`src/rtl/twg_pkg.sv`:
```
// Package for the time waveform generator: transaction payload types, codes
// and constants shared by the RTL.
// Depends on nothing.
package twg_pkg;

  // Default depth of the sample table.
  localparam int MaxSamplesDefault = 128;

  // Unsigned Q1.16 full scale.
  localparam logic [16:0] ONE_Q16 = 17'h10000;

  // Reset values of the configuration registers.
  localparam logic [1:0]  KIND_RESET     = 2'd0;
  localparam logic [15:0] PERIOD_RESET   = 16'd1000;
  localparam logic [15:0] DURATION_RESET = 16'd1000;
  localparam logic [7:0]  COUNT_RESET    = 8'd100;

  // Configuration register indexes.
  localparam logic [1:0] CFG_KIND     = 2'd0;
  localparam logic [1:0] CFG_PERIOD   = 2'd1;
  localparam logic [1:0] CFG_DURATION = 2'd2;
  localparam logic [1:0] CFG_COUNT    = 2'd3;

  // Input action codes.
  localparam logic [1:0] ACT_TICK    = 2'd0;
  localparam logic [1:0] ACT_RESTART = 2'd1;
  localparam logic [1:0] ACT_WRITE   = 2'd2;

  // Waveform kinds.
  localparam logic [1:0] KIND_TRIANGLE = 2'd0;
  localparam logic [1:0] KIND_RAMP     = 2'd1;
  localparam logic [1:0] KIND_SAMPLED  = 2'd2;

  // Shared divider: 32-bit dividend, 16-bit divisor, two quotient bits a cycle.
  localparam int DivW      = 32;
  localparam int DivCycles = DivW / 2;
  localparam int DivCntW   = $clog2(DivCycles);

  // Input transaction payload.
  typedef struct packed {
    logic [1:0]  action;
    logic [6:0]  sample_index;
    logic [16:0] sample_value;
  } in_item_t;

  // Result transaction payload.
  typedef struct packed {
    logic [16:0] wave_value;
    logic        decayed;
  } out_item_t;

  // Sequencer states.
  typedef enum logic [2:0] {
    ST_IDLE,
    ST_PREP,
    ST_DIV,
    ST_FIN,
    ST_READ,
    ST_FETCH,
    ST_DONE
  } state_t;

  // What the current division computes.
  typedef enum logic [2:0] {
    OP_MOD,
    OP_UP,
    OP_DOWN,
    OP_RAMP,
    OP_IDX
  } op_t;

endpackage

```
`src/rtl/time_waveform_generator.sv`:
```
// Top level of the time waveform generator: elapsed counter, sample table,
// shared radix-4 restoring divider and its sequencer.
// Depends on twg_pkg.
//
//  Channel  Direction  Handshake                Payload
//  in_      input      in_valid / in_ready      twg_pkg::in_item_t
//  out_     output     out_valid / out_ready    twg_pkg::out_item_t
//  cfg_     input      cfg_write_en             cfg_index, cfg_data
//
// One transaction at a time; the divider retires two quotient bits a cycle.
// Triangle results take a modulo division and then a scaling division, ramp
// results one division, playback an index division plus a table read, and
// zero-duration playback a table read only; the decayed, zero-duration ramp
// and short-period cases need neither. The next input is taken in the cycle
// after the result is registered.
// Reset is synchronous and active low; the sample table is not cleared.
// A finished result waits in the output register while the next input is taken;
// a second result waits in the sequencer until the output register is free.
module time_waveform_generator #(
  parameter int MAX_SAMPLES = twg_pkg::MaxSamplesDefault
) (
  input  logic                clk,
  input  logic                rst_n,
  input  logic                in_valid,
  output logic                in_ready,
  input  twg_pkg::in_item_t   in_data,
  output logic                out_valid,
  input  logic                out_ready,
  output twg_pkg::out_item_t  out_data,
  input  logic                cfg_write_en,
  input  logic [1:0]          cfg_index,
  input  logic [15:0]         cfg_data
);

  localparam int IW = $clog2(MAX_SAMPLES);
  localparam int PW = 16 + IW;
  localparam logic [IW-1:0] IDX_LAST = IW'(MAX_SAMPLES - 1);
  localparam int CW = twg_pkg::DivCntW;
  localparam logic [CW-1:0] CNT_LAST = CW'(twg_pkg::DivCycles - 1);
  localparam logic [CW-1:0] CNT_ONE  = CW'(1);

  // Configuration registers.
  logic [1:0]  kind_r;
  logic [15:0] period_r;
  logic [15:0] duration_r;
  logic [7:0]  count_r;

  // Control and datapath registers.
  twg_pkg::state_t state_r, state_nxt;
  twg_pkg::op_t    op_r, op_nxt;
  logic [31:0]     elapsed_r, elapsed_nxt;
  logic [CW-1:0]   cnt_r, cnt_nxt;
  logic [15:0]     rem_r, rem_nxt;
  logic [31:0]     quo_r, quo_nxt;
  logic [15:0]     div_r, div_nxt;
  logic [IW-1:0]   idx_r, idx_nxt;
  logic [16:0]     res_value_r, res_value_nxt;
  logic            res_decayed_r, res_decayed_nxt;
  logic            out_valid_r, out_valid_nxt;
  twg_pkg::out_item_t out_data_r, out_data_nxt;

  // Sample table and its registered read port.
  logic [16:0] table_mem [MAX_SAMPLES];
  logic [16:0] rd_data_r;
  logic        wr_en;
  logic [IW-1:0] wr_addr;

  // Divider step and helper values.
  logic [16:0] r1, r2;
  logic        ge1, ge2;
  logic [15:0] rem1, rem2;
  logic [15:0] half;
  logic [IW-1:0] n_m1;
  logic [PW-1:0] prod;
  logic        accept;

  assign in_ready  = (state_r == twg_pkg::ST_IDLE);
  assign accept    = in_valid && in_ready;
  assign out_valid = out_valid_r;
  assign out_data  = out_data_r;

  // Configuration writes.
  always_ff @(posedge clk) begin
    if (!rst_n) begin
      kind_r     <= twg_pkg::KIND_RESET;
      period_r   <= twg_pkg::PERIOD_RESET;
      duration_r <= twg_pkg::DURATION_RESET;
      count_r    <= twg_pkg::COUNT_RESET;
    end else if (cfg_write_en) begin
      unique case (cfg_index)
        twg_pkg::CFG_KIND:     kind_r     <= cfg_data[1:0];
        twg_pkg::CFG_PERIOD:   period_r   <= cfg_data;
        twg_pkg::CFG_DURATION: duration_r <= cfg_data;
        twg_pkg::CFG_COUNT:    count_r    <= cfg_data[7:0];
        default: ;
      endcase
    end
  end

  // Table write at input acceptance, registered read every cycle.
  assign wr_en   = accept && (in_data.action == twg_pkg::ACT_WRITE) &&
                   ({25'b0, in_data.sample_index} < 32'(MAX_SAMPLES));
  assign wr_addr = IW'({25'b0, in_data.sample_index});

  always_ff @(posedge clk) begin
    if (wr_en) begin
      table_mem[wr_addr] <= in_data.sample_value;
    end
    rd_data_r <= table_mem[idx_r];
  end

  // Two restoring division steps per cycle.
  always_comb begin
    r1   = {rem_r, quo_r[31]};
    ge1  = (r1 >= {1'b0, div_r});
    rem1 = ge1 ? 16'(r1 - {1'b0, div_r}) : r1[15:0];
    r2   = {rem1, quo_r[30]};
    ge2  = (r2 >= {1'b0, div_r});
    rem2 = ge2 ? 16'(r2 - {1'b0, div_r}) : r2[15:0];
  end

  // Half period, last sample index in use, and the playback index product.
  always_comb begin
    half = {1'b0, period_r[15:1]};
    if (count_r == 8'd0) begin
      n_m1 = '0;
    end else if ({24'b0, count_r} > 32'(MAX_SAMPLES)) begin
      n_m1 = IDX_LAST;
    end else begin
      n_m1 = IW'({24'b0, count_r} - 32'd1);
    end
    prod = PW'(elapsed_r[15:0]) * PW'(n_m1);
  end

  // Sequencer: next state and datapath updates.
  always_comb begin
    state_nxt       = state_r;
    op_nxt          = op_r;
    elapsed_nxt     = elapsed_r;
    cnt_nxt         = cnt_r;
    rem_nxt         = rem_r;
    quo_nxt         = quo_r;
    div_nxt         = div_r;
    idx_nxt         = idx_r;
    res_value_nxt   = res_value_r;
    res_decayed_nxt = res_decayed_r;
    out_valid_nxt   = out_valid_r;
    out_data_nxt    = out_data_r;

    // The output register empties on a completed result transaction.
    if (out_valid_r && out_ready) begin
      out_valid_nxt = 1'b0;
    end

    unique case (state_r)
      twg_pkg::ST_IDLE: begin
        if (accept) begin
          case (in_data.action)
            twg_pkg::ACT_TICK: begin
              if (elapsed_r != 32'hFFFF_FFFF) begin
                elapsed_nxt = elapsed_r + 32'd1;
              end
            end
            twg_pkg::ACT_RESTART: elapsed_nxt = '0;
            default: ;
          endcase
          state_nxt = twg_pkg::ST_PREP;
        end
      end

      // Decide the case and load the divider if one is needed.
      twg_pkg::ST_PREP: begin
        res_value_nxt   = '0;
        res_decayed_nxt = 1'b0;
        rem_nxt         = '0;
        cnt_nxt         = '0;
        state_nxt       = twg_pkg::ST_DONE;
        case (kind_r)
          twg_pkg::KIND_TRIANGLE: begin
            if (half != 16'd0) begin
              quo_nxt   = elapsed_r;
              div_nxt   = period_r;
              op_nxt    = twg_pkg::OP_MOD;
              state_nxt = twg_pkg::ST_DIV;
            end
          end
          twg_pkg::KIND_RAMP: begin
            if (elapsed_r > {16'b0, duration_r}) begin
              res_decayed_nxt = 1'b1;
            end else if (duration_r == 16'd0) begin
              res_value_nxt = twg_pkg::ONE_Q16;
            end else begin
              quo_nxt   = {elapsed_r[15:0], 16'b0};
              div_nxt   = duration_r;
              op_nxt    = twg_pkg::OP_RAMP;
              state_nxt = twg_pkg::ST_DIV;
            end
          end
          twg_pkg::KIND_SAMPLED: begin
            if (elapsed_r > {16'b0, duration_r}) begin
              res_decayed_nxt = 1'b1;
            end else if (duration_r == 16'd0) begin
              idx_nxt   = n_m1;
              state_nxt = twg_pkg::ST_READ;
            end else begin
              quo_nxt   = 32'(prod);
              div_nxt   = duration_r;
              op_nxt    = twg_pkg::OP_IDX;
              state_nxt = twg_pkg::ST_DIV;
            end
          end
          default: res_decayed_nxt = 1'b1;
        endcase
      end

      // Shared divider iterations.
      twg_pkg::ST_DIV: begin
        rem_nxt = rem2;
        quo_nxt = {quo_r[29:0], ge1, ge2};
        cnt_nxt = cnt_r + CNT_ONE;
        if (cnt_r == CNT_LAST) begin
          state_nxt = twg_pkg::ST_FIN;
        end
      end

      // Interpret the finished division.
      twg_pkg::ST_FIN: begin
        state_nxt = twg_pkg::ST_DONE;
        rem_nxt   = '0;
        cnt_nxt   = '0;
        unique case (op_r) inside
          twg_pkg::OP_MOD: begin
            div_nxt   = half;
            state_nxt = twg_pkg::ST_DIV;
            if (rem_r <= half) begin
              quo_nxt = {rem_r, 16'b0};
              op_nxt  = twg_pkg::OP_UP;
            end else begin
              quo_nxt = {16'(rem_r - half), 16'b0};
              op_nxt  = twg_pkg::OP_DOWN;
            end
          end
          twg_pkg::OP_UP, twg_pkg::OP_RAMP: begin
            res_value_nxt = quo_r[16:0];
          end
          twg_pkg::OP_DOWN: begin
            if (quo_r > {15'b0, twg_pkg::ONE_Q16}) begin
              res_value_nxt = '0;
            end else begin
              res_value_nxt = twg_pkg::ONE_Q16 - quo_r[16:0];
            end
          end
          twg_pkg::OP_IDX: begin
            idx_nxt   = (quo_r > 32'(n_m1)) ? n_m1 : IW'(quo_r);
            state_nxt = twg_pkg::ST_READ;
          end
          default: ;
        endcase
      end

      // The table read address settles; the registered read data arrives in ST_FETCH.
      twg_pkg::ST_READ: begin
        state_nxt = twg_pkg::ST_FETCH;
      end

      twg_pkg::ST_FETCH: begin
        res_value_nxt = rd_data_r;
        state_nxt     = twg_pkg::ST_DONE;
      end

      // Hand the result to the output register once it is free.
      twg_pkg::ST_DONE: begin
        if (!out_valid_r || out_ready) begin
          out_valid_nxt           = 1'b1;
          out_data_nxt.wave_value = res_value_r;
          out_data_nxt.decayed    = res_decayed_r;
          state_nxt               = twg_pkg::ST_IDLE;
        end
      end

      default: state_nxt = twg_pkg::ST_IDLE;
    endcase
  end

  // State register.
  always_ff @(posedge clk) begin
    if (!rst_n) begin
      state_r <= twg_pkg::ST_IDLE;
    end else begin
      state_r <= state_nxt;
    end
  end

  // Control registers with reset.
  always_ff @(posedge clk) begin
    if (!rst_n) begin
      elapsed_r   <= '0;
      out_valid_r <= 1'b0;
    end else begin
      elapsed_r   <= elapsed_nxt;
      out_valid_r <= out_valid_nxt;
    end
  end

  // Datapath registers.
  always_ff @(posedge clk) begin
    op_r          <= op_nxt;
    cnt_r         <= cnt_nxt;
    rem_r         <= rem_nxt;
    quo_r         <= quo_nxt;
    div_r         <= div_nxt;
    idx_r         <= idx_nxt;
    res_value_r   <= res_value_nxt;
    res_decayed_r <= res_decayed_nxt;
    out_data_r    <= out_data_nxt;
  end

endmodule
```
`config.mk`:
```
export PLATFORM = sky130hd
export DESIGN_NAME = time_waveform_generator
export DESIGN_NICKNAME = d
export VERILOG_FILES = /design/src/rtl/twg_pkg.sv /design/src/rtl/time_waveform_generator.sv
export SDC_FILE = /design/constraint.sdc
export NUM_CORES = 2
export LEC_CHECK = 0
export BUFFER_PORTS_ARGS = -buffer_cell sky130_fd_sc_hd__buf_2
export CAP_MARGIN = 30
export CORE_MARGIN = 8
export CORE_UTILIZATION = 35
export CTS_CLUSTER_DIAMETER = 100
export CTS_CLUSTER_SIZE = 40
export DETAILED_ROUTE_END_ITERATION = 10
export GPL_ROUTABILITY_DRIVEN = 0
export PLACE_DENSITY = 0.57
export SLEW_MARGIN = 20
export SYNTH_ARGS = -nofsm -noshare
export SYNTH_HDL_FRONTEND = slang
export SYNTH_SLANG_ARGS = --single-unit
```
`constraint.sdc`:
```
create_clock -name clk -period 14.2 [get_ports clk]
set_clock_uncertainty 0.05 [all_clocks]
set_input_delay 0.71 -clock clk [delete_from_list [all_inputs] [get_ports clk]]
set_output_delay 0.71 -clock clk [all_outputs]
set_load 0.03 [all_outputs]
```
==> flow_metrics.env <==
export IMPL_die_w_um=548
export IMPL_cts_tree="yes"
export IMPL_rsz0062_at_grt="false"
export IMPL_grt_pass1_vias=49346
export IMPL_overflow=0
export IMPL_status="complete, no violations"
export IMPL_drtIter0Drc=5055
export IMPL_finalCoreUtilization=0.386
export IMPL_clk_pin_slew_ns=0.13
export IMPL_r2r_start="count_r[2]"
export IMPL_cts_made_buffers=92
export IMPL_hold_viol_final=0
export IMPL_drive_above_1_share=0.249
export IMPL_start_util=0.351
export IMPL_setup_tns_final_ns=0
export IMPL_cp_num_buf_inv=5
export IMPL_via_count=49265
export IMPL_remaining_drc_errors=0
export IMPL_avgSynthCellArea_um2=19.5
export IMPL_fin_nets=5433
export IMPL_clk_path_buf_depth=3
export IMPL_dp_hpwl_mm=154
export IMPL_crit_type="reg2reg"
export IMPL_synth_area_um2=99000
export IMPL_synth_edf_count=2290
export IMPL_hold_path_class="in2reg"
export IMPL_yosys_most_used_dff="edfxtp_1"
export IMPL_die_y_um=548
export IMPL_startpoint_type="flop"
export IMPL_vias_per_cell=5.46
export IMPL_dr_pass1_iters=5
export IMPL_synth_common_cells="edfxtp_1, mux4_2, nand2_1"
export IMPL_critPathSlowestCell="fa_1"
export IMPL_min_from="cfg_data[15]"
export IMPL_endpoint_kind="flop"
export IMPL_crit_family="adder cells"
export IMPL_ys_seq_area_frac=0.714
export IMPL_ant_nets=0
export IMPL_yosysWarnings=0
export IMPL_yosys_top_cells_area="edfxtp_1, mux4_2, dfxtp_1, ha_1, fa_1"
export IMPL_maxCapViolCount=0
export IMPL_setup_viol=0
export IMPL_core_um2=282000
export IMPL_ys_types=76
export IMPL_cts_root_buf="clkbuf_16"
export IMPL_h_tree_depth=3
export IMPL_cp_max_fo=15
export IMPL_startpoint="count_r[2]"
export IMPL_tightest_slew_ns=1.15
export IMPL_syn_num_nets=5328
export IMPL_critPathRequiredTime_ns=14.67
export IMPL_area_delta_synth_final_pct=9.92
export IMPL_max_clock_freq_mhz=145
export IMPL_yosysTopAreaCell="edfxtp_1"
export IMPL_die_area_um2=300000
export IMPL_grt_pass1_wl_mm=363
export IMPL_numPortBuffers=68
export IMPL_max_vdd_ir_drop_mv=0.102
export IMPL_yosysMostFrequentCell="edfxtp_1"
export IMPL_cp_data_arrival_time_ns=7.37
export IMPL_design_portCount=69
export IMPL_cts_sinks=2385
export IMPL_leakage_nw=33.4
export IMPL_yosys_area_top_type_share=0.694
export IMPL_cts_resized=0
export IMPL_slew_limit_headroom=0.231
export IMPL_synthCells=5087
export IMPL_track_usage=0.164
export IMPL_post_route_period_util=0.486
export IMPL_cts_hold_buf=0
export IMPL_ys_ff_latch=2385
export IMPL_ys_async_sr_fraction=0
export IMPL_rows=195
export IMPL_grt_max_degree=135
export IMPL_cpPeakStageDelay_ns=0.57
export IMPL_drt_wl_total_mm=251
export IMPL_slew_viol_final=0
export IMPL_fillers=25229
export IMPL_post_cts_buffers=0
export IMPL_wire_per_inst_um=27.9
export IMPL_clock_latency_ns=0.81
export IMPL_fin_crit_ns=6.90
export IMPL_powerDensity_nw_per_um2=120
export IMPL_antenna_found_initial=32
## tightest hold or removal path: cells and delay by family
kind / cells / cell delay (ns)
AO/OA/AOI/OAI: 1 / 0.06
buffers and inverters: 1 / 0.11
AND/OR/NAND/NOR: 1 / 0.05
## cell usage in the layout (no fill, tap or decap), drive strengths merged, types with 95 or more instances in the layout
master / Yosys / layout
mux4: 714 / 714
o21ai: 103 / 103
inv: 151 / 188
edfxtp: 2290 / 2290
clkbuf: 188 / 96
nor2: 268 / 268
buf: 69 / 267
nand2: 293 / 293
ha: 120 / 120
dfxtp: 95 / 95
a21oi: 110 / 110
## path summary, 6_finish.rpt
path | end | slack, ns | cells after the start
setup reg to reg | quo_r[22] | 7.30 | 26
hold reg to reg | out_data[12] | 0.39 | 0
hold / removal | period_r[15] | 0.14 | 3
setup / recovery | quo_r[22] | 7.30 | 26
## area by class of cell
| type | count | area, um^2 | share of cell area |
|---|---|---|---|
| well taps | 3743 | 4680 | 0.0430 |
| diodes | 9 | 22.5 | 0.000207 |
| multi-input cells | 2293 | 27200 | 0.249 |
| flip-flops and latches | 2385 | 70700 | 0.649 |
| inverters | 152 | 571 | 0.00524 |
| clock buffers | 95 | 2330 | 0.0214 |
| clock inverters | 74 | 1170 | 0.0108 |
| repair buffers | 268 | 2260 | 0.0207 |
## registers in the layout (all words and copies together) (netlist names), 4 cells and up
| name | flops |
|---|---|
| cnt_r | 4 |
| count_r | 8 |
| div_r | 16 |
| duration_r | 16 |
| elapsed_r | 32 |
| idx_r | 7 |
| out_data | 18 |
| period_r | 16 |
| quo_r | 32 |
| rd_data_r | 17 |
| rem_r | 16 |
| res_value_r | 17 |
| table_mem | 2176 |
## power breakdown
group	switching [mW]	internal, mW	leakage, nW
logic	0.902	0.533	10.3
clock network	2.40	1.39	1.67
registers	0.0693	7.78	21.4
total	3.38	9.71	33.4
## layer usage
layer,vias to the layer above,track usage,wire length (um)
li1,20746,-,-
met1,26751,0.237,111000
met2,1518,0.267,121000
met3,230,0.0255,15400
met4,20,0.0267,4180
met5,-,0,121
## cells by family after synthesis
group	count (synthesis)	synth area share
AOI/OAI and AO/OA	427	0.0277
xor gates and xnor gates	86	0.00761
adders and majority gates	193	0.0298
buffers and inverters	409	0.0164
DFF	2385	0.714
muxes	762	0.168
and+or+nand+nor	825	0.0374
## per-stage QoR
stage	power [mW]	instances	area, um^2	hold slack, ns	setup WS, ns
3_3_place_gp	9.40	8812	105000	0.353	7.46
6_report	13.1	9019	109000	0.143	7.30
3_5_place_dp	9.43	8834	105000	0.361	7.36
4_1_cts	13.2	9003	109000	0.0797	7.32
2_1_floorplan	8.97	5087	99000	0.350	8.14
5_1_grt	13.5	9013	109000	0.107	6.76
Note: power is estimated with default switching activity, not from simulation.
